$ cat src/sv/scrollback_line_stack_core_defines.svh
// Assertion macros shared by the scrollback line stack RTL.
// Each macro expects clk and rst_n in scope of the module that uses it.
`ifndef SCROLLBACK_LINE_STACK_CORE_DEFINES_SVH
`define SCROLLBACK_LINE_STACK_CORE_DEFINES_SVH

// Same-cycle implication, disabled during reset
`define SLC_ASSERT_IMPL(name, ante, cons) \
  name: assert property (@(posedge clk) disable iff (!rst_n) (ante) |-> (cons)) \
    else $error("slc: %m check failed");

// Next-cycle implication, disabled during reset
`define SLC_ASSERT_NEXT(name, ante, cons) \
  name: assert property (@(posedge clk) disable iff (!rst_n) (ante) |=> (cons)) \
    else $error("slc: %m check failed");

`endif

$ cat src/sv/slc_pkg.sv
// Shared types and constants of the scrollback line stack.
// No dependencies; imported by every module and interface of the block.
package slc_pkg;

  // Store geometry
  localparam int ROWS     = 32;
  localparam int MAX_COLS = 64;

  // Field widths fixed by the interface
  localparam int CHAR_W  = 21;
  localparam int WIDTH_W = 2;
  localparam int STYLE_W = 56;
  localparam int CNT_W   = 6;
  localparam int POPC_W  = 7;

  // Derived widths
  localparam int ROW_W   = (ROWS > 1) ? $clog2(ROWS) : 1;
  localparam int COL_W   = (MAX_COLS > 1) ? $clog2(MAX_COLS) : 1;
  localparam int FILL_W  = $clog2(MAX_COLS + 2);
  localparam int LEN_W   = $clog2(MAX_COLS + 1) > POPC_W ? $clog2(MAX_COLS + 1) : POPC_W;
  localparam int MEM_DEPTH = ROWS * MAX_COLS;
  localparam int ADDR_W  = (MEM_DEPTH > 1) ? $clog2(MEM_DEPTH) : 1;

  // Command queue between front and back
  localparam int Q_DEPTH = 4;
  localparam int QPTR_W  = $clog2(Q_DEPTH);
  localparam int QCNT_W  = $clog2(Q_DEPTH + 1);

  localparam logic [CNT_W-1:0] MAX_ROWS_RST = CNT_W'(32);

  // Request kind codes
  localparam logic KIND_PUSH = 1'b0;
  localparam logic KIND_POP  = 1'b1;

  typedef enum logic [1:0] {
    CMD_NONE,
    CMD_RESULT,
    CMD_POP
  } cmd_kind_t;

  typedef struct packed {
    logic [CHAR_W-1:0]  cell_char;
    logic [WIDTH_W-1:0] cell_width;
    logic [STYLE_W-1:0] cell_style;
  } cell_t;

  typedef struct packed {
    cmd_kind_t          kind;
    logic               wr_en;
    logic [ADDR_W-1:0]  wr_addr;
    cell_t              cell_data;
    logic               ok;
    logic               trunc;
    logic [CNT_W-1:0]   held;
    logic [CNT_W-1:0]   pending;
    logic [ROW_W-1:0]   slot;
    logic [LEN_W-1:0]   len;
    logic [LEN_W-1:0]   cols;
  } cmd_t;

endpackage

$ cat src/sv/slc_cmd_fifo.sv
// Short command queue between the front and back ends.
// Depends on slc_pkg for cmd_t and the queue depth.
module slc_cmd_fifo import slc_pkg::*; (
  input  logic clk,
  input  logic rst_n,
  input  cmd_t wr_cmd,
  input  logic wr_valid,
  output logic wr_ready,
  output cmd_t rd_cmd,
  output logic rd_valid,
  input  logic rd_ready
);

  cmd_t              q_r [Q_DEPTH];
  logic [QPTR_W-1:0] wptr_r, wptr_nxt;
  logic [QPTR_W-1:0] rptr_r, rptr_nxt;
  logic [QCNT_W-1:0] count_r, count_nxt;
  logic              push, pop;

  assign wr_ready = count_r != QCNT_W'(Q_DEPTH);
  assign rd_valid = count_r != '0;
  assign rd_cmd   = q_r[rptr_r];
  assign push     = wr_valid && wr_ready;
  assign pop      = rd_valid && rd_ready;

  // Advance pointers and occupancy
  always_comb begin
    wptr_nxt  = wptr_r;
    rptr_nxt  = rptr_r;
    count_nxt = count_r;
    if (push) begin
      wptr_nxt = (wptr_r == QPTR_W'(Q_DEPTH - 1)) ? '0 : wptr_r + 1'b1;
    end
    if (pop) begin
      rptr_nxt = (rptr_r == QPTR_W'(Q_DEPTH - 1)) ? '0 : rptr_r + 1'b1;
    end
    case ({push, pop})
      2'b10:   count_nxt = count_r + 1'b1;
      2'b01:   count_nxt = count_r - 1'b1;
      default: count_nxt = count_r;
    endcase
  end

  always_ff @(posedge clk) begin
    if (!rst_n) begin
      wptr_r  <= '0;
      rptr_r  <= '0;
      count_r <= '0;
    end else begin
      wptr_r  <= wptr_nxt;
      rptr_r  <= rptr_nxt;
      count_r <= count_nxt;
    end
  end

  // Store an entering command
  always_ff @(posedge clk) begin
    if (push) begin
      q_r[wptr_r] <= wr_cmd;
    end
  end

endmodule

$ cat config.mk
export PLATFORM = sky130hd
export DESIGN_NAME = slc_cmd_fifo
export DESIGN_NICKNAME = d
export VERILOG_FILES = /design/src/sv/scrollback_line_stack_core_defines.svh /design/src/sv/slc_pkg.sv /design/src/sv/slc_cmd_fifo.sv
export SDC_FILE = /design/constraint.sdc
export NUM_CORES = 1
export LEC_CHECK = 0
export BUFFER_PORTS_ARGS = -buffer_cell sky130_fd_sc_hd__buf_2
export CAP_MARGIN = 5
export CORE_ASPECT_RATIO = 1.1
export CORE_MARGIN = 2
export CORE_UTILIZATION = 50
export DETAILED_ROUTE_END_ITERATION = 10
export PLACE_DENSITY = 0.72
export SETUP_SLACK_MARGIN = 0.05
export SKIP_CTS_REPAIR_TIMING = 1
export SLEW_MARGIN = 20
export SYNTH_ARGS = -nofsm -noshare
export SYNTH_HDL_FRONTEND = slang
export SYNTH_SLANG_ARGS = --single-unit
$ cat constraint.sdc
create_clock -name clk -period 9.3 [get_ports clk]
set_clock_uncertainty 0.05 [all_clocks]
set_input_delay 0.465 -clock clk [delete_from_list [all_inputs] [get_ports clk]]
set_output_delay 0.465 -clock clk [all_outputs]
set_load 0.005 [all_outputs]
==> impl_metrics.ini <==
[run_status]
status = finished clean

[synthesis]
synth.distinct_cells = 27
synthTopCellsByCount = 504 x edfxtp_1, 126 x mux4_2, 14 x buf_2, 9 x dfxtp_1
yosys.area.top_type = edfxtp_1
yosys.area_share.xor_xnor_pct = 0.0940
syn_avg_cell_area_um2 = 26.1
synth.most_common_cell = edfxtp_1
syn_nets = 851
synth_compound_area_share_pct = 0.215
synth_area_mm2 = 0.0186
synth_top_family_by_area = multiplexers
synth_top_area_share_pct = 81.2
synthAdderAreaFrac_pct = 0.510
synth_area_leaders = edfxtp_1 81%, mux4_2 15%, dfxtp_1 0.97%
synth_flop_cell = edfxtp_1
yosys.area_share.simple_pct = 0.611
syn_inst = 714
async_flop_share_pct = 0
ys_ff_latch = 513
ys.warnings.count = 0
synth_edf_count = 504
synthMuxAreaShare_pct = 15.3
yosysSeqAreaShare_pct = 82.2

[power]
p_leak_nw = 7.32
p_total_w = 0.00586
power_density_mw_per_mm2 = 266
ir_drop_mv = 0.187

[routing]
drtIter0Drc = 402
dr.pass1.iters = 6
antenna_left = 0
drt-vias-per-instance = 5.40
routed_wl_mm = 34.1
avgRoutedWirePerCell_um = 22.2
vias = 8295
drc = 0

[sta]
relSlewSlack_pct = 29.8
hold_viol = 0
fin_crit_sh_pct = 39.3
fin_hold_ws_ns = 0.0519
setup_viol = 0
rsz0062_at_grt = no
finalCriticalPeriod_ns = 3.65
tns_ns = 0
max_freq_ghz = 0.274
drv_slew = 0
setup_slack_ns = 5.65
worst-slew-pin-transition_ns = 1.05

[finish]
final_layout_size_suffix_gt1_share_pct = 45.1
fin_util_pct = 59.6
finalNetCount = 1139
synthToLayoutAreaGrowth_pct = 18.1
nFillCells = 2627

[die]
die_y_um = 207
core_mm2 = 0.0369
rows = 74
design.die.area_mm2 = 0.0388
start_util_pct = 50.5
chipWidth_um = 188
num_io_pins = 258

[grt]
grt_pass1_vias = 8777
grt_pass1_wl_mm = 51.6
grt_usage_pct = 17.9
antenna_found_initial = 6
grt_max_degree = 70
grt.overflow.total = 0

[place]
pre_cts_ws_ns = 6.12
io_buffers = 257
hpwl_mm = 19.5
place_congestion = 0.692

[setup_path]
cp-end-kind = primary output
timing.rr.start = count_r[0]$_SDFFE_PN0P_
slowest_delay_ns = 0.88
crit_type = flop to primary output
crit_arrival_ns = 3.14
startpoint_type = flop
path_buf_inv = 2
cp_slowest_cell = dfxtp_4
r2r_cells = 3
r2r-end = q_r[3][72]$_DFFE_PP_
crit_family = buffers and inverters
r2r_slack_ns = 6.30
path_cells = buf_4 -> mux4_2 -> buf_2
crit_fanout = 47
required_ns = 8.79

[clock_network]
clockRootBuffer = clkbuf_16
cts_buffers = 50
cts_sinks = 513
clock_latency_ns = 0.57
cts_tree = done
clock_path_buffers = 3
h-tree-depth = 2
cts.clk_slew.worst_paths_ns = 0.06

[flow_run]
cap_violations = 0

[worst_hold_path]
min_from = wr_cmd[27]
hold_end = q_r[2][27]$_DFFE_PP_
min_path_cells = 1
hold_path.class = primary input to flop
worst max path at each step:
stage / from / end / slack, ns / depth (start not counted)
after floorplan: count_r[0]$_SDFFE_PN0P_ / q_r[0][0]$_DFFE_PP_ / 5.15 / 3
after global placement: flop / rd_cmd[58] / 6.14 / 3
after detailed placement: flop / rd_cmd[53] / 6.12 / 3
after CTS: flop / rd_cmd[78] / 5.48 / 3
after global routing: flop / rd_cmd[78] / 5.29 / 3
final: flop / rd_cmd[53] / 5.65 / 3
final cells by class:
type / instances / area, um2 / share of cell area, %
clock buffers: 58 / 1300 / 5.92
multi-input cells: 164 / 3130 / 14.2
well taps: 494 / 618 / 2.81
repair buffers: 266 / 1370 / 6.24
diodes: 4 / 10.0 / 0.0455
inverters: 7 / 26.3 / 0.119
clock inverters: 31 / 225 / 1.02
flip-flops and latches: 513 / 15300 / 69.6
registers in the layout, indices dropped and copies added (netlist names), named ones only:
| signal | count |
|---|---|
| wptr_r | 2 |
| q_r | 504 |
| count_r | 3 |
| rptr_r | 2 |
report_power, final:
part           switching (W)  internal [W]  leakage, nW  total [W]
Clock               0.000804       0.00108        0.758    0.00189
Sequential         0.0000977       0.00279         4.70    0.00288
Combinational       0.000519      0.000569         1.86    0.00109
routing by layer:
| layer | vias up | track usage, % | part of all wire, % |
|---|---|---|---|
| met2 | 238 | 29.1 | 50 |
| met1 | 4327 | 23.3 | 40 |
| met5 | - | 0 | 0.15 |
| li1 | 3660 | - | - |
| met4 | 8 | 5.15 | 2.0 |
| met3 | 62 | 6.16 | 8.0 |
placed cells by master, fill, tap and decap left out, types with 7 or more instances in the layout:
cell         n
inv_1        7
clkinv_2    13
dfxtp_1      7
clkbuf_16   51
clkinv_1    12
mux4_2     126
clkbuf_1     7
edfxtp_1   504
buf_2      257
buf_4        8
cells by family after synthesis:
group	after synthesis
AND/OR/NAND/NOR	21
adder cells (fa/ha/maj)	7
buffers and inverters	37
flip-flops	513
XOR/XNOR	2
multiplexers	127
AO/OA/AOI/OAI	7
metrics by stage:
| stage | cell area [um2] | std cells |
|---|---|---|
| 2_1_floorplan | 18600 | 714 |
| 3_3_place_gp | 20400 | 1443 |
| 3_5_place_dp | 20400 | 1443 |
| 4_1_cts | 22000 | 1532 |
| 5_1_grt | 22000 | 1534 |
| 6_report | 22000 | 1537 |
Note: power is estimated with default switching activity, not from simulation.
