File: src/sv/scrollback_line_stack_core_defines.svh
// Assertion macros shared by the scrollback line stack RTL.
// Each macro expects clk and rst_n in scope of the module that uses it.
`ifndef SCROLLBACK_LINE_STACK_CORE_DEFINES_SVH
`define SCROLLBACK_LINE_STACK_CORE_DEFINES_SVH

// Same-cycle implication, disabled during reset
`define SLC_ASSERT_IMPL(name, ante, cons) \
  name: assert property (@(posedge clk) disable iff (!rst_n) (ante) |-> (cons)) \
    else $error("slc: %m check failed");

// Next-cycle implication, disabled during reset
`define SLC_ASSERT_NEXT(name, ante, cons) \
  name: assert property (@(posedge clk) disable iff (!rst_n) (ante) |=> (cons)) \
    else $error("slc: %m check failed");

`endif

File: src/sv/slc_pkg.sv
// Shared types and constants of the scrollback line stack.
// No dependencies; imported by every module and interface of the block.
package slc_pkg;

  // Store geometry
  localparam int ROWS     = 32;
  localparam int MAX_COLS = 64;

  // Field widths fixed by the interface
  localparam int CHAR_W  = 21;
  localparam int WIDTH_W = 2;
  localparam int STYLE_W = 56;
  localparam int CNT_W   = 6;
  localparam int POPC_W  = 7;

  // Derived widths
  localparam int ROW_W   = (ROWS > 1) ? $clog2(ROWS) : 1;
  localparam int COL_W   = (MAX_COLS > 1) ? $clog2(MAX_COLS) : 1;
  localparam int FILL_W  = $clog2(MAX_COLS + 2);
  localparam int LEN_W   = $clog2(MAX_COLS + 1) > POPC_W ? $clog2(MAX_COLS + 1) : POPC_W;
  localparam int MEM_DEPTH = ROWS * MAX_COLS;
  localparam int ADDR_W  = (MEM_DEPTH > 1) ? $clog2(MEM_DEPTH) : 1;

  // Command queue between front and back
  localparam int Q_DEPTH = 4;
  localparam int QPTR_W  = $clog2(Q_DEPTH);
  localparam int QCNT_W  = $clog2(Q_DEPTH + 1);

  localparam logic [CNT_W-1:0] MAX_ROWS_RST = CNT_W'(32);

  // Request kind codes
  localparam logic KIND_PUSH = 1'b0;
  localparam logic KIND_POP  = 1'b1;

  typedef enum logic [1:0] {
    CMD_NONE,
    CMD_RESULT,
    CMD_POP
  } cmd_kind_t;

  typedef struct packed {
    logic [CHAR_W-1:0]  cell_char;
    logic [WIDTH_W-1:0] cell_width;
    logic [STYLE_W-1:0] cell_style;
  } cell_t;

  typedef struct packed {
    cmd_kind_t          kind;
    logic               wr_en;
    logic [ADDR_W-1:0]  wr_addr;
    cell_t              cell_data;
    logic               ok;
    logic               trunc;
    logic [CNT_W-1:0]   held;
    logic [CNT_W-1:0]   pending;
    logic [ROW_W-1:0]   slot;
    logic [LEN_W-1:0]   len;
    logic [LEN_W-1:0]   cols;
  } cmd_t;

endpackage

File: src/sv/slc_in_if.sv
// Request channel of the scrollback line stack: valid/ready plus one request.
// Depends on slc_pkg for field widths.
interface slc_in_if import slc_pkg::*; ();
  logic               valid;
  logic               ready;
  logic               kind;
  logic [CHAR_W-1:0]  cell_char;
  logic [WIDTH_W-1:0] cell_width;
  logic [STYLE_W-1:0] cell_style;
  logic               last_cell;
  logic [POPC_W-1:0]  pop_cols;

  modport source(output valid, kind, cell_char, cell_width, cell_style, last_cell,
                 pop_cols, input ready);
  modport sink(input valid, kind, cell_char, cell_width, cell_style, last_cell,
               pop_cols, output ready);
endinterface

File: src/sv/slc_front.sv
// Front end: accepts requests, keeps ring head, counts and row lengths,
// and turns each request into a command. Depends on slc_pkg, slc_in_if.
`include "scrollback_line_stack_core_defines.svh"
module slc_front import slc_pkg::*; (
  input  logic             clk,
  input  logic             rst_n,
  slc_in_if.sink           in_ch,
  input  logic             cfg_we,
  input  logic [CNT_W-1:0] cfg_wdata,
  output cmd_t             cmd,
  output logic             cmd_valid,
  input  logic             cmd_ready
);

  logic [CNT_W-1:0]  max_rows_r, max_rows_nxt;
  logic [ROW_W-1:0]  head_r, head_nxt;
  logic [CNT_W-1:0]  stored_r, stored_nxt;
  logic [CNT_W-1:0]  pending_r, pending_nxt;
  logic [FILL_W-1:0] fill_r, fill_nxt;
  logic [LEN_W-1:0]  row_len_r [ROWS];

  logic              acc;
  logic [CNT_W-1:0]  limit;
  logic [ROW_W-1:0]  slot_inc, slot_dec;
  logic [FILL_W-1:0] fill_tmp;
  logic              col_free;
  logic [CNT_W-1:0]  stored_inc, pending_inc;
  logic              len_we;
  logic [LEN_W-1:0]  len_wdata;
  logic [LEN_W-1:0]  cols_sat;

  assign acc       = in_ch.valid && in_ch.ready;
  assign cmd_valid = in_ch.valid;
  assign in_ch.ready = cmd_ready;

  // Effective row limit and ring neighbors
  assign limit    = (32'(max_rows_r) > ROWS) ? CNT_W'(ROWS) : max_rows_r;
  assign slot_inc = (head_r == ROW_W'(ROWS - 1)) ? '0 : head_r + 1'b1;
  assign slot_dec = (head_r == '0) ? ROW_W'(ROWS - 1) : head_r - 1'b1;

  // Column bookkeeping for a pushed cell
  assign col_free    = 32'(fill_r) < MAX_COLS;
  assign fill_tmp    = col_free ? fill_r + 1'b1 : FILL_W'(MAX_COLS + 1);
  assign stored_inc  = (stored_r < limit) ? stored_r + 1'b1 : stored_r;
  assign pending_inc = (pending_r < limit) ? pending_r + 1'b1 : pending_r;
  assign cols_sat    = (32'(in_ch.pop_cols) > MAX_COLS) ? LEN_W'(MAX_COLS)
                                                        : LEN_W'(in_ch.pop_cols);

  // Classify the request and compute the next bookkeeping state
  always_comb begin
    max_rows_nxt = cfg_we ? cfg_wdata : max_rows_r;
    head_nxt     = head_r;
    stored_nxt   = stored_r;
    pending_nxt  = pending_r;
    fill_nxt     = fill_r;
    len_we       = 1'b0;
    len_wdata    = (32'(fill_tmp) > MAX_COLS) ? LEN_W'(MAX_COLS) : LEN_W'(fill_tmp);
    cmd          = '0;
    cmd.kind     = CMD_NONE;
    cmd.held     = stored_r;
    cmd.pending  = pending_r;
    if (in_ch.kind == KIND_PUSH) begin
      cmd.wr_en                = col_free;
      cmd.wr_addr              = ADDR_W'(int'(slot_inc) * MAX_COLS + int'(fill_r));
      cmd.cell_data.cell_char  = in_ch.cell_char;
      cmd.cell_data.cell_width = in_ch.cell_width;
      cmd.cell_data.cell_style = in_ch.cell_style;
      if (acc) begin
        fill_nxt = fill_tmp;
      end
      if (in_ch.last_cell) begin
        cmd.kind  = CMD_RESULT;
        cmd.trunc = 32'(fill_tmp) > MAX_COLS;
        if (limit == '0) begin
          cmd.ok = 1'b0;
          if (acc) begin
            fill_nxt = '0;
          end
        end else begin
          cmd.ok      = 1'b1;
          cmd.held    = stored_inc;
          cmd.pending = pending_inc;
          if (acc) begin
            len_we      = 1'b1;
            head_nxt    = slot_inc;
            stored_nxt  = stored_inc;
            pending_nxt = pending_inc;
            fill_nxt    = '0;
          end
        end
      end
    end else begin
      if (acc) begin
        fill_nxt = '0;
      end
      if (stored_r == '0 || in_ch.pop_cols == '0) begin
        cmd.kind = CMD_RESULT;
        cmd.ok   = 1'b0;
      end else begin
        cmd.kind    = CMD_POP;
        cmd.ok      = 1'b1;
        cmd.slot    = head_r;
        cmd.len     = (32'(row_len_r[head_r]) > MAX_COLS) ? LEN_W'(MAX_COLS)
                                                          : row_len_r[head_r];
        cmd.cols    = cols_sat;
        cmd.held    = stored_r - 1'b1;
        cmd.pending = (pending_r != '0) ? pending_r - 1'b1 : pending_r;
        if (acc) begin
          head_nxt    = slot_dec;
          stored_nxt  = cmd.held;
          pending_nxt = cmd.pending;
        end
      end
    end
  end

  // Hold control state
  always_ff @(posedge clk) begin
    if (!rst_n) begin
      max_rows_r <= MAX_ROWS_RST;
      head_r     <= '0;
      stored_r   <= '0;
      pending_r  <= '0;
      fill_r     <= '0;
    end else begin
      max_rows_r <= max_rows_nxt;
      head_r     <= head_nxt;
      stored_r   <= stored_nxt;
      pending_r  <= pending_nxt;
      fill_r     <= fill_nxt;
    end
  end

  // Record the length of a committed row
  always_ff @(posedge clk) begin
    if (len_we) begin
      row_len_r[slot_inc] <= len_wdata;
    end
  end

  `SLC_ASSERT_IMPL(a_counts_bounded, 1'b1, (stored_r <= CNT_W'(ROWS)) && (pending_r <= CNT_W'(ROWS)))
  `SLC_ASSERT_IMPL(a_fill_range, 1'b1, fill_r <= FILL_W'(MAX_COLS + 1))
  `SLC_ASSERT_NEXT(a_commit_holds_row, acc && (in_ch.kind == KIND_PUSH) && in_ch.last_cell && (limit != '0), stored_r != '0)

endmodule

File: src/flat_wrapper.sv
// flat-port wrapper written by rule: the top's interface ports become plain ports
module slc_front_flat import slc_pkg::*;
  (clk, rst_n, cfg_we, cfg_wdata, cmd, cmd_valid, cmd_ready, in_ch_valid, in_ch_kind, in_ch_cell_char, in_ch_cell_width, in_ch_cell_style, in_ch_last_cell, in_ch_pop_cols, in_ch_ready);
  slc_in_if in_ch_i ();
  input  logic clk;
  input  logic rst_n;
  input  logic cfg_we;
  input  logic [CNT_W-1:0] cfg_wdata;
  output cmd_t cmd;
  output logic cmd_valid;
  input  logic cmd_ready;
  input wire logic [$bits(in_ch_i.valid)-1:0] in_ch_valid;
  input wire logic [$bits(in_ch_i.kind)-1:0] in_ch_kind;
  input wire logic [$bits(in_ch_i.cell_char)-1:0] in_ch_cell_char;
  input wire logic [$bits(in_ch_i.cell_width)-1:0] in_ch_cell_width;
  input wire logic [$bits(in_ch_i.cell_style)-1:0] in_ch_cell_style;
  input wire logic [$bits(in_ch_i.last_cell)-1:0] in_ch_last_cell;
  input wire logic [$bits(in_ch_i.pop_cols)-1:0] in_ch_pop_cols;
  output wire logic [$bits(in_ch_i.ready)-1:0] in_ch_ready;
  assign in_ch_i.valid = in_ch_valid;
  assign in_ch_i.kind = in_ch_kind;
  assign in_ch_i.cell_char = in_ch_cell_char;
  assign in_ch_i.cell_width = in_ch_cell_width;
  assign in_ch_i.cell_style = in_ch_cell_style;
  assign in_ch_i.last_cell = in_ch_last_cell;
  assign in_ch_i.pop_cols = in_ch_pop_cols;
  assign in_ch_ready = in_ch_i.ready;
  slc_front u_core (.clk(clk), .rst_n(rst_n), .in_ch(in_ch_i), .cfg_we(cfg_we), .cfg_wdata(cfg_wdata), .cmd(cmd), .cmd_valid(cmd_valid), .cmd_ready(cmd_ready));
endmodule
File: config.mk
export PLATFORM = sky130hd
export DESIGN_NAME = slc_front_flat
export DESIGN_NICKNAME = d
export VERILOG_FILES = /design/src/sv/slc_pkg.sv /design/src/sv/slc_in_if.sv /design/src/sv/slc_front.sv /design/src/flat_wrapper.sv
export VERILOG_INCLUDE_DIRS = /design/src /design/src/sv
export SDC_FILE = /design/constraint.sdc
export NUM_CORES = 1
export LEC_CHECK = 0
export BUFFER_PORTS_ARGS = -buffer_cell sky130_fd_sc_hd__buf_2
export CAP_MARGIN = 20
export CORE_ASPECT_RATIO = 0.6
export CORE_MARGIN = 2
export CORE_UTILIZATION = 51
export CTS_CLUSTER_DIAMETER = 80
export DETAILED_ROUTE_END_ITERATION = 12
export PLACE_DENSITY = 0.77
export RECOVER_POWER = 25
export SETUP_SLACK_MARGIN = 0.1
export SLEW_MARGIN = 20
export SYNTH_ARGS = -nofsm -noshare
export SYNTH_HDL_FRONTEND = slang
export SYNTH_SLANG_ARGS = --single-unit
File: constraint.sdc
create_clock -name clk -period 3.1 [get_ports clk]
set_input_delay 0.155 -clock clk [delete_from_list [all_inputs] [get_ports clk]]
set_output_delay 0.155 -clock clk [all_outputs]
set_load 0.01 [all_outputs]
==> impl_metrics.toml, run 1 <==
[status]
status = "finished with violations"
violations = "max-capacitance violations, max-slew violations"

[timing]
hold_viol = 0
fin_crit_sh_pct = 95.0
setup_tns_ns = 0
final_max_slew_viol_count = 34
slew_headroom_pct = -11.9
skew_ns = 0.00836
max_clock_freq_mhz = 340
rsz0062_at_grt = "yes"
setup_violations = 0
period_needed_ns = 2.95
worst_pin_slew_ns = 1.68

[route]
vias = 8501
postRouteWirelength_um = 32900
ant_nets = 0
avgViaCountPerCell = 5.87
first_iter_violations = 923
drt-pass1-iter-count = 8
wl_per_cell_um = 22.8
drc = 0

[power]
ir_drop_mv = 0.328
p_leak_nw = 4.89
power_w = 0.00752
pwr_density_cell_nw_per_um2 = 507

[min_path]
worstHoldPathCells = 2
holdPathEnd = "u_core.max_rows_r[5]"
worstHoldPathType = "in -> reg"
min_from = "cfg_we"

[floorplan]
die_h_um = 124
ios = 227
die_area_um2 = 25300
die_w_um = 204
core-area_um2 = 23300
rows = 43
start_util_pct = 52.4

[worst_setup_path]
crit_chain = "ha_1, a211oi_2, nor2_2, or3_4, o311ai_2, o311ai_0, buf_2"
critPathRequiredTime_ns = 2.94
r2r_cells = 7
slowest_stage = "dfxtp_1"
r2r-end = "u_core.row_len_r[6][2]"
r2r_setup_slack_ns = 0.40
r2r-start = "u_core.max_rows_r[0]"
crit_type = "reg -> out"
cp.arrival_ns = 2.79
worstPathMaxFanout = 10
max_stage_delay_ns = 0.56
critPathLaunchType = "flip-flop"
cp-end-kind = "primary output"

[clock_network]
clk_pin_slew_ns = 0.07
cts_buffers = 24
clkLatencyLatePin_ns = 0.51
clk_path_buf_depth = 3
cts_sinks = 259
cts_root_buf = "clkbuf_16"
cts_tree = "yes"
htree_levels = 1

[cells_and_area]
insertedDiodeCount = 0
syn_to_final_growth_pct = 21.4
nets = 1240
mostFrequentLayoutCell = "edfxtp_1"
fill_cells = 1760
layout-drive-gt1-share_pct = 28.9
layout_common_cells = "edfxtp_1, buf_2, clkbuf_1, nor2b_1, mux4_2"

[yosys]
synth_cell_types = 58
synth-edff-count = 224
synthTopCellsByArea = "edfxtp_1, mux4_2, dfxtp_1"
syn_nets = 980
syn_avg_cell_area_um2 = 14.3
ys_async_sr_fraction_pct = 0
synth_top_cell_area_share_pct = 55.1
synth-seq-cells = 259
ys.flop_type = "edfxtp_1"
synth_area_um2 = 12200
synthCells = 855
yosys_warnings = 0
yosysTopAreaCell = "edfxtp_1"
yosysSeqAreaShare_pct = 60.8

[placement]
portBuffers = 226
place.gp.congestion = 0.994
place_hpwl_um = 23300

[global_route]
track_usage_pct = 26.4
grt_antenna_before_repair = 1
grt_max_degree = 64
grt_pass1_wl_um = 48600
grt_pass1_vias = 7962
overflow = 0

[run]
drv_cap = 1
## synthesized netlist by cell type (11+ instances only)
cell      instances
xnor2_1          11
dfxtp_1          35
nand3_1          15
inv_1            11
buf_2            13
edfxtp_1        224
o21ai_0          13
mux4_2           66
nor2_1           68
mux2i_1          26
and2_1           16
nor3_1           21
ha_1             26
a21oi_1          12
nand2_1          44
nor2b_1          92
clkbuf_1         35
## metal layers
| layer | vias to the layer above | global-route usage (%) | wire, µm |
|---|---|---|---|
| met5 | - | 0 | 0 |
| met4 | 0 | 5.16 | 602 |
| met3 | 44 | 5.60 | 3720 |
| met2 | 489 | 39.0 | 14200 |
| met1 | 4179 | 40.7 | 14400 |
| li1 | 3789 | - | - |
## flip-flops by register name, indices dropped and copies added, names as in the netlist, named ones only
signal             flops
u_core.max_rows_r      6
u_core.row_len_r     224
u_core.head_r          5
u_core.pending_r       6
u_core.stored_r        6
u_core.fill_r          7
## report_power, final
group	total, W	switching (W)	internal, W
registers	0.00379	0.0000327	0.00376
clock network	0.00298	0.00126	0.00172
logic	0.000747	0.000430	0.000317
## stage by stage
stage	utilization (%)	std cells	hold slack (ns)	setup WS (ns)	cell area, µm²
2_1_floorplan	-	855	0.285	0.455	12200
3_3_place_gp	59.9	1395	0.398	0.561	13900
3_5_place_dp	59.9	1395	0.411	0.505	13900
4_1_cts	63.8	1447	0.00312	0.0846	14900
5_1_grt	63.7	1447	0.0147	0.0716	14800
6_report	63.7	1447	0.0223	0.155	14800
## kinds of logic (layout without fill, tap and decap cells)
logic type,count (synthesis),in the layout,synth area share (%)
simple gates,312,312,13.6
flops,259,259,60.8
fa+ha+maj,26,26,2.66
compound gates,79,79,4.85
buf+inv,67,344,2.33
xor+xnor,20,20,1.43
mux,92,92,14.3
## worst max path at each step
stage	from	end	slack, ns	cells after the start
after floorplan	u_core.head_r[0]	u_core.row_len_r[12][0]	0.45	7
after global placement	u_core.max_rows_r[5]	cmd[22]	0.56	9
after detailed placement	u_core.max_rows_r[5]	cmd[19]	0.51	9
after CTS	u_core.max_rows_r[5]	cmd[22]	0.08	9
after global routing	u_core.max_rows_r[5]	cmd[22]	0.07	9
final	u_core.pending_r[3]	cmd[22]	0.15	7
## worst max-delay path: cells and delay by family (launching register included)
kind	cells	cell delay (ns)
buffers and inverters	1	0.17
AND/OR/NAND/NOR	2	0.56
AO/OA/AOI/OAI	3	0.65
flip-flops	1	0.56
adder cells (fa/ha/maj)	1	0.33
## area by class of cell
class	count	area, µm²	area share [%]
clock inverter	15	156	1.05
multi-input combinational	529	4620	31.1
sequential	259	7430	50.1
timing repair buffer	287	1540	10.4
inverter	14	57.6	0.388
clock buffer	28	637	4.29
tap	315	394	2.66
## timing repair
| action | CTS | global route |
|---|---|---|
| hold buffers | 6 | 0 |
| endpoints found under the hold margin | 6 | 0 |
| resized for setup | 5 | 20 |
| buffers inserted | 2 | 0 |
| gates cloned | 1 | 0 |
| endpoints found under the setup margin | 13 | 16 |
| pin swaps | 0 | 0 |
Power figures use the tool's default switching activity.
==> run 2, diff against run 1 <==
clock period = 2.44 ns   (was 3.1 ns; I/O delays follow)
==> impl_metrics.toml, run 2 (synthesized netlist as in run 1, its figures left out) <==
[status]
status = "finished with violations"
violations = "negative setup slack"

[global_route]
grt_antenna_before_repair = 1
grt_pass1_wl_um = 54700
track_usage_pct = 29.7
overflow = 0
grt_max_degree = 65
grt_pass1_vias = 8861

[clock_network]
cts_buffers = 23
clkLatencyLatePin_ns = 0.54
clk_pin_slew_ns = 0.08
cts_tree = "yes"
htree_levels = 1
cts_root_buf = "clkbuf_16"
clk_path_buf_depth = 3
cts_sinks = 259

[timing]
fin_crit_sh_pct = 119
final_max_slew_viol_count = 0
max_clock_freq_mhz = 343
setup_violations = 36
period_needed_ns = 2.91
rsz0062_at_grt = "yes"
fin_ws_ns = -0.475
skew_ns = 0.0310
slew_headroom_pct = 38.0
hold_viol = 0
worst_pin_slew_ns = 0.924
setup_tns_ns = -7.33

[floorplan]
rows = 43
core-area_um2 = 23300
die_w_um = 204
ios = 227
die_h_um = 124
start_util_pct = 52.4
die_area_um2 = 25300

[cells_and_area]
nets = 1369
mostFrequentLayoutCell = "edfxtp_1"
syn_to_final_growth_pct = 41.3
layout-drive-gt1-share_pct = 49.6
insertedDiodeCount = 0
fin_cells = 1576
layout_common_cells = "edfxtp_1, buf_2, buf_4, nor2b_1, mux4_2"
largest_reg_flops = 224
final_core_utilization_pct = 74.1
reg_top3 = "u_core.row_len_r: 224 flops, u_core.fill_r: 7 flops"
regMostFlops = "u_core.row_len_r"

[route]
first_iter_violations = 1365
vias = 9743
postRouteWirelength_um = 41900
avgViaCountPerCell = 6.18
ant_nets = 0
wl_per_cell_um = 26.6
drc = 0
drt-pass1-iter-count = 6

[power]
ir_drop_mv = 0.388
netSwitchingFraction_pct = 23.9
pwr-share-clk_pct = 40.5
combPwrFrac_pct = 13.2
switchingPower_w = 0.00248
pwr_density_cell_nw_per_um2 = 601
power_w = 0.0104
p_leak_nw = 6.02
sequentialPowerShare_pct = 46.3
internal_power_w = 0.00790

[placement]
dp_cells = 1458
place.gp.congestion = 1.01
place_hpwl_um = 25300
pre_cts_ws_ns = -0.0567
portBuffers = 226

[run]
drv_cap = 0

[worst_setup_path]
worstPathMaxFanout = 6
crit_type = "reg -> out"
critPathLaunchType = "flip-flop"
cp.arrival_ns = 2.79
cp-end-kind = "primary output"
critPathRequiredTime_ns = 2.32

[min_path]
worstHoldPathType = "in -> reg"
==> run 2: cell count changes in the layout (fill, tap and decap cells not counted), moves of 20 or more <==
| cell | change |
|---|---|
| clkbuf_1 | -62 |
| buf_4 | +58 |
| nor2_1 | -25 |
| buf_6 | +54 |
| buf_2 | +51 |
| nor2_4 | +20 |
==> run 2: worst paths after layout <==
kind / start / endpoint / slack (ns) / cells past startpoint
setup / recovery: u_core.max_rows_r[5] / cmd[22] / -0.47 / 10
hold / removal: cfg_we / u_core.max_rows_r[1] / 0.02 / 3
setup reg to reg: u_core.head_r[1] / u_core.row_len_r[24][1] / -0.04 / 12
hold reg to reg: u_core.stored_r[0] / u_core.stored_r[0] / 0.54 / 3
==> run 2: stage by stage <==
step / hold slack [ns] / area [µm²]
after floorplan: 0.252 / 12300
after CTS: 0.0108 / 16400
after global routing: 0.0459 / 17300
after detailed placement: 0.375 / 14600
final: 0.0237 / 17300
after global placement: 0.382 / 14600
==> run 2: timing repair <==
action                                 in CTS  in global routing
gates cloned                                3                  1
gates resized for setup                   108                164
pin swaps                                  29                 44
hold buffers                               11                  0
buffers inserted                           32                 34
endpoints found under the hold margin      12                  0
setup endpoints to repair                 189                211
==> run 2: cell type report <==
| cell class | count | area (µm²) |
|---|---|---|
| Clock inverter | 19 | 284 |
| Timing Repair Buffer | 416 | 3050 |
| Multi-Input combinational cell | 530 | 5430 |
| Clock buffer | 23 | 576 |
| Sequential cell | 259 | 7460 |
| Tap cell | 315 | 394 |
| Inverter | 14 | 66.3 |
| Fill cell | 1401 | 6030 |
==> run 2: per-layer routing <==
| metal | part of all wire [%] | GRT usage (%) | vias up |
|---|---|---|---|
| met5 | 0.031 | 0 | - |
| li1 | - | - | 4065 |
| met4 | 2.9 | 7.25 | 2 |
| met2 | 46 | 45.1 | 739 |
| met3 | 12 | 5.97 | 98 |
| met1 | 39 | 44.6 | 4839 |
==> run 2: worst max-delay path, cell delays in order, from the launching register on <==
cell and delay [ns]:
dfxtp_2 0.37, clkinv_4 0.12, nand2_4 0.13, ha_4 0.21, a211oi_1 0.21, nor2_1 0.12, buf_4 0.19, nor3_2 0.26
nand2_1 0.13, o311ai_1 0.31, buf_2 0.20
==> run 2: power groups by stage <==
stage / Sequential (W) / Clock [W] / Combinational [W]
6_report: 0.00481 / 0.00420 / 0.00137
5_1_grt: 0.00481 / 0.00436 / 0.00143
4_1_cts: 0.00481 / 0.00415 / 0.00116
3_5_place_dp: 0.00491 / 0 / 0.000997
3_3_place_gp: 0.00491 / 0 / 0.000988
2_1_floorplan: 0.00489 / 0 / 0.000573
==> run 3, diff against run 2 <==
==> constraint.sdc (replaced) <==
create_clock -name clk -period 2.44 [get_ports clk]
set_input_delay 0.366 -clock clk [delete_from_list [all_inputs] [get_ports clk]]
set_output_delay 0.366 -clock clk [all_outputs]
set_load 0.01 [all_outputs]
==> impl_metrics.toml, run 3 (synthesized netlist as in run 1, its figures left out) <==
[clock_network]
htree_levels = 1
hold_buffers = 0
cts_tree = "yes"
clk_pin_slew_ns = 0.07
cts_buffers = 24
clk_path_buf_depth = 3
cts_sinks = 259
cts_root_buf = "clkbuf_16"
clkLatencyLatePin_ns = 0.54

[timing]
slew_headroom_pct = 10.1
worst_pin_slew_ns = 1.35
hold_viol = 0
max_clock_freq_mhz = 323
fin_crit_sh_pct = 127
period_needed_ns = 3.10
hold_slack_ns = 0.0732
fin_ws_ns = -0.656
final_max_slew_viol_count = 0
rsz0062_at_grt = "yes"
setup_violations = 111
skew_ns = 0.0305
setup_tns_ns = -19.35

[placement]
place_hpwl_um = 25600
portBuffers = 226
place.gp.congestion = 0.987
placed_area_um2 = 14800

[power]
pwr_density_cell_nw_per_um2 = 593
p_leak_nw = 6.06
ir_drop_mv = 0.457
power_w = 0.0102

[cells_and_area]
mostFrequentLayoutCell = "edfxtp_1"
layout-drive-gt1-share_pct = 52.9
largest_reg_flops = 224
regMostFlops = "u_core.row_len_r"
fin_area_um2 = 17300
nets = 1368
layout_common_cells = "edfxtp_1, buf_2, buf_4, nor2b_1, mux4_2"
syn_to_final_growth_pct = 41.2
fill_cells = 1370
reg_top3 = "u_core.row_len_r: 224 flops, u_core.fill_r: 7 flops"

[global_route]
grt_antenna_before_repair = 3
track_usage_pct = 31.9
grt_pass1_vias = 9291
grt_max_degree = 121
overflow = 0
grt_pass1_wl_um = 58500

[status]
violations = "negative setup slack"
status = "finished with violations"

[floorplan]
die_w_um = 204
die_area_um2 = 25300
die_h_um = 124
start_util_pct = 52.4
core-area_um2 = 23300
ios = 227
rows = 43

[worst_setup_path]
r2r-start = "u_core.stored_r[3]"
max_stage_delay_ns = 0.54
critPathLaunchType = "flip-flop"
cp-end-kind = "primary output"
path_buf_inv = 3
worstPathMaxFanout = 7
cp_top_family = "multiplexers"
slowest_stage = "mux4_2"
critPathRequiredTime_ns = 2.07
cp.arrival_ns = 2.73
crit_type = "reg -> out"
crit_chain = "buf_12, buf_12, mux4_2, mux4_2, mux2i_2, nor3_2, buf_2"

[min_path]
min_from = "cfg_wdata[1]"
worstHoldPathType = "in -> reg"

[route]
ant_nets = 0
drc = 0
drt-pass1-iter-count = 6
avgViaCountPerCell = 6.25
postRouteWirelength_um = 42600
vias = 9843
wl_per_cell_um = 27.1
first_iter_violations = 1311

[run]
drv_cap = 0
[run 3: cell count changes in the layout (fill, tap and decap cells not counted), moves of 8 or more]
cell,before,now
buf_2,189,210
buf_4,105,131
buf_6,55,41
clkbuf_1,31,9
dlygate4sd3_1,11,0
nor2_1,38,46
nor2_4,21,10
[run 3: tightest hold or removal path, cell delays in order]
cell and delay [ns]:
buf_2 0.08, mux2i_1 0.06, nor2_1 0.07
[run 3: layout make-up]
cell class / instances / area, µm² / area share [%]
Sequential cell: 259 / 7470 / 43.3
Multi-Input combinational cell: 529 / 5490 / 31.8
Tap cell: 315 / 394 / 2.28
Antenna cell: 2 / 5.00 / 0.0290
Timing Repair Buffer: 415 / 3020 / 17.5
Inverter: 14 / 65.1 / 0.377
Clock inverter: 13 / 200 / 1.16
Clock buffer: 28 / 616 / 3.57
[run 3: final timing paths]
check                           depth (start not counted)                    to  slack (ns)
worst max-delay path                                    7               cmd[10]       -0.66
worst min-delay path                                    3  u_core.max_rows_r[1]        0.07
worst max register to register                         10   u_core.pending_r[4]       -0.10
worst min register to register                          2      u_core.fill_r[1]        0.51
[run 3: routing by layer]
layer  vias to the layer above  global-route usage, %  wire length, µm
li1                       4049                      -                -
met5                         -                      0                0
met1                      4798                   45.4            16000
met3                       160                   8.82             5850
met2                       836                   49.1            19100
met4                         0                   8.26             1690
[run 3: power breakdown]
group | total, W | switching, W | leakage (nW) | internal [W]
combinational | 0.00148 | 0.000778 | 3.60 | 0.000700
clock | 0.00395 | 0.00162 | 0.386 | 0.00233
sequential | 0.00481 | 0.0000368 | 2.07 | 0.00477
total | 0.0102 | 0.00244 | 6.06 | 0.00780
[run 3: repair_timing]
item                                    4_1_cts  5_1_grt
gates resized for setup                     148      108
endpoints found under the setup margin      171      186
endpoints found under the hold margin         0        0
cloned                                        3        1
setup buffers                                42       20
pin swaps                                    43       55
[run 3: through the flow]
step                      util, %  cells  setup slack [ns]
after detailed placement     63.5   1474           -0.0966
after CTS                    71.7   1560            -0.619
after global routing         74.1   1575            -0.713
final                        74.1   1575            -0.656
after global placement       63.5   1474           -0.0593
after floorplan                 -    855            0.0579
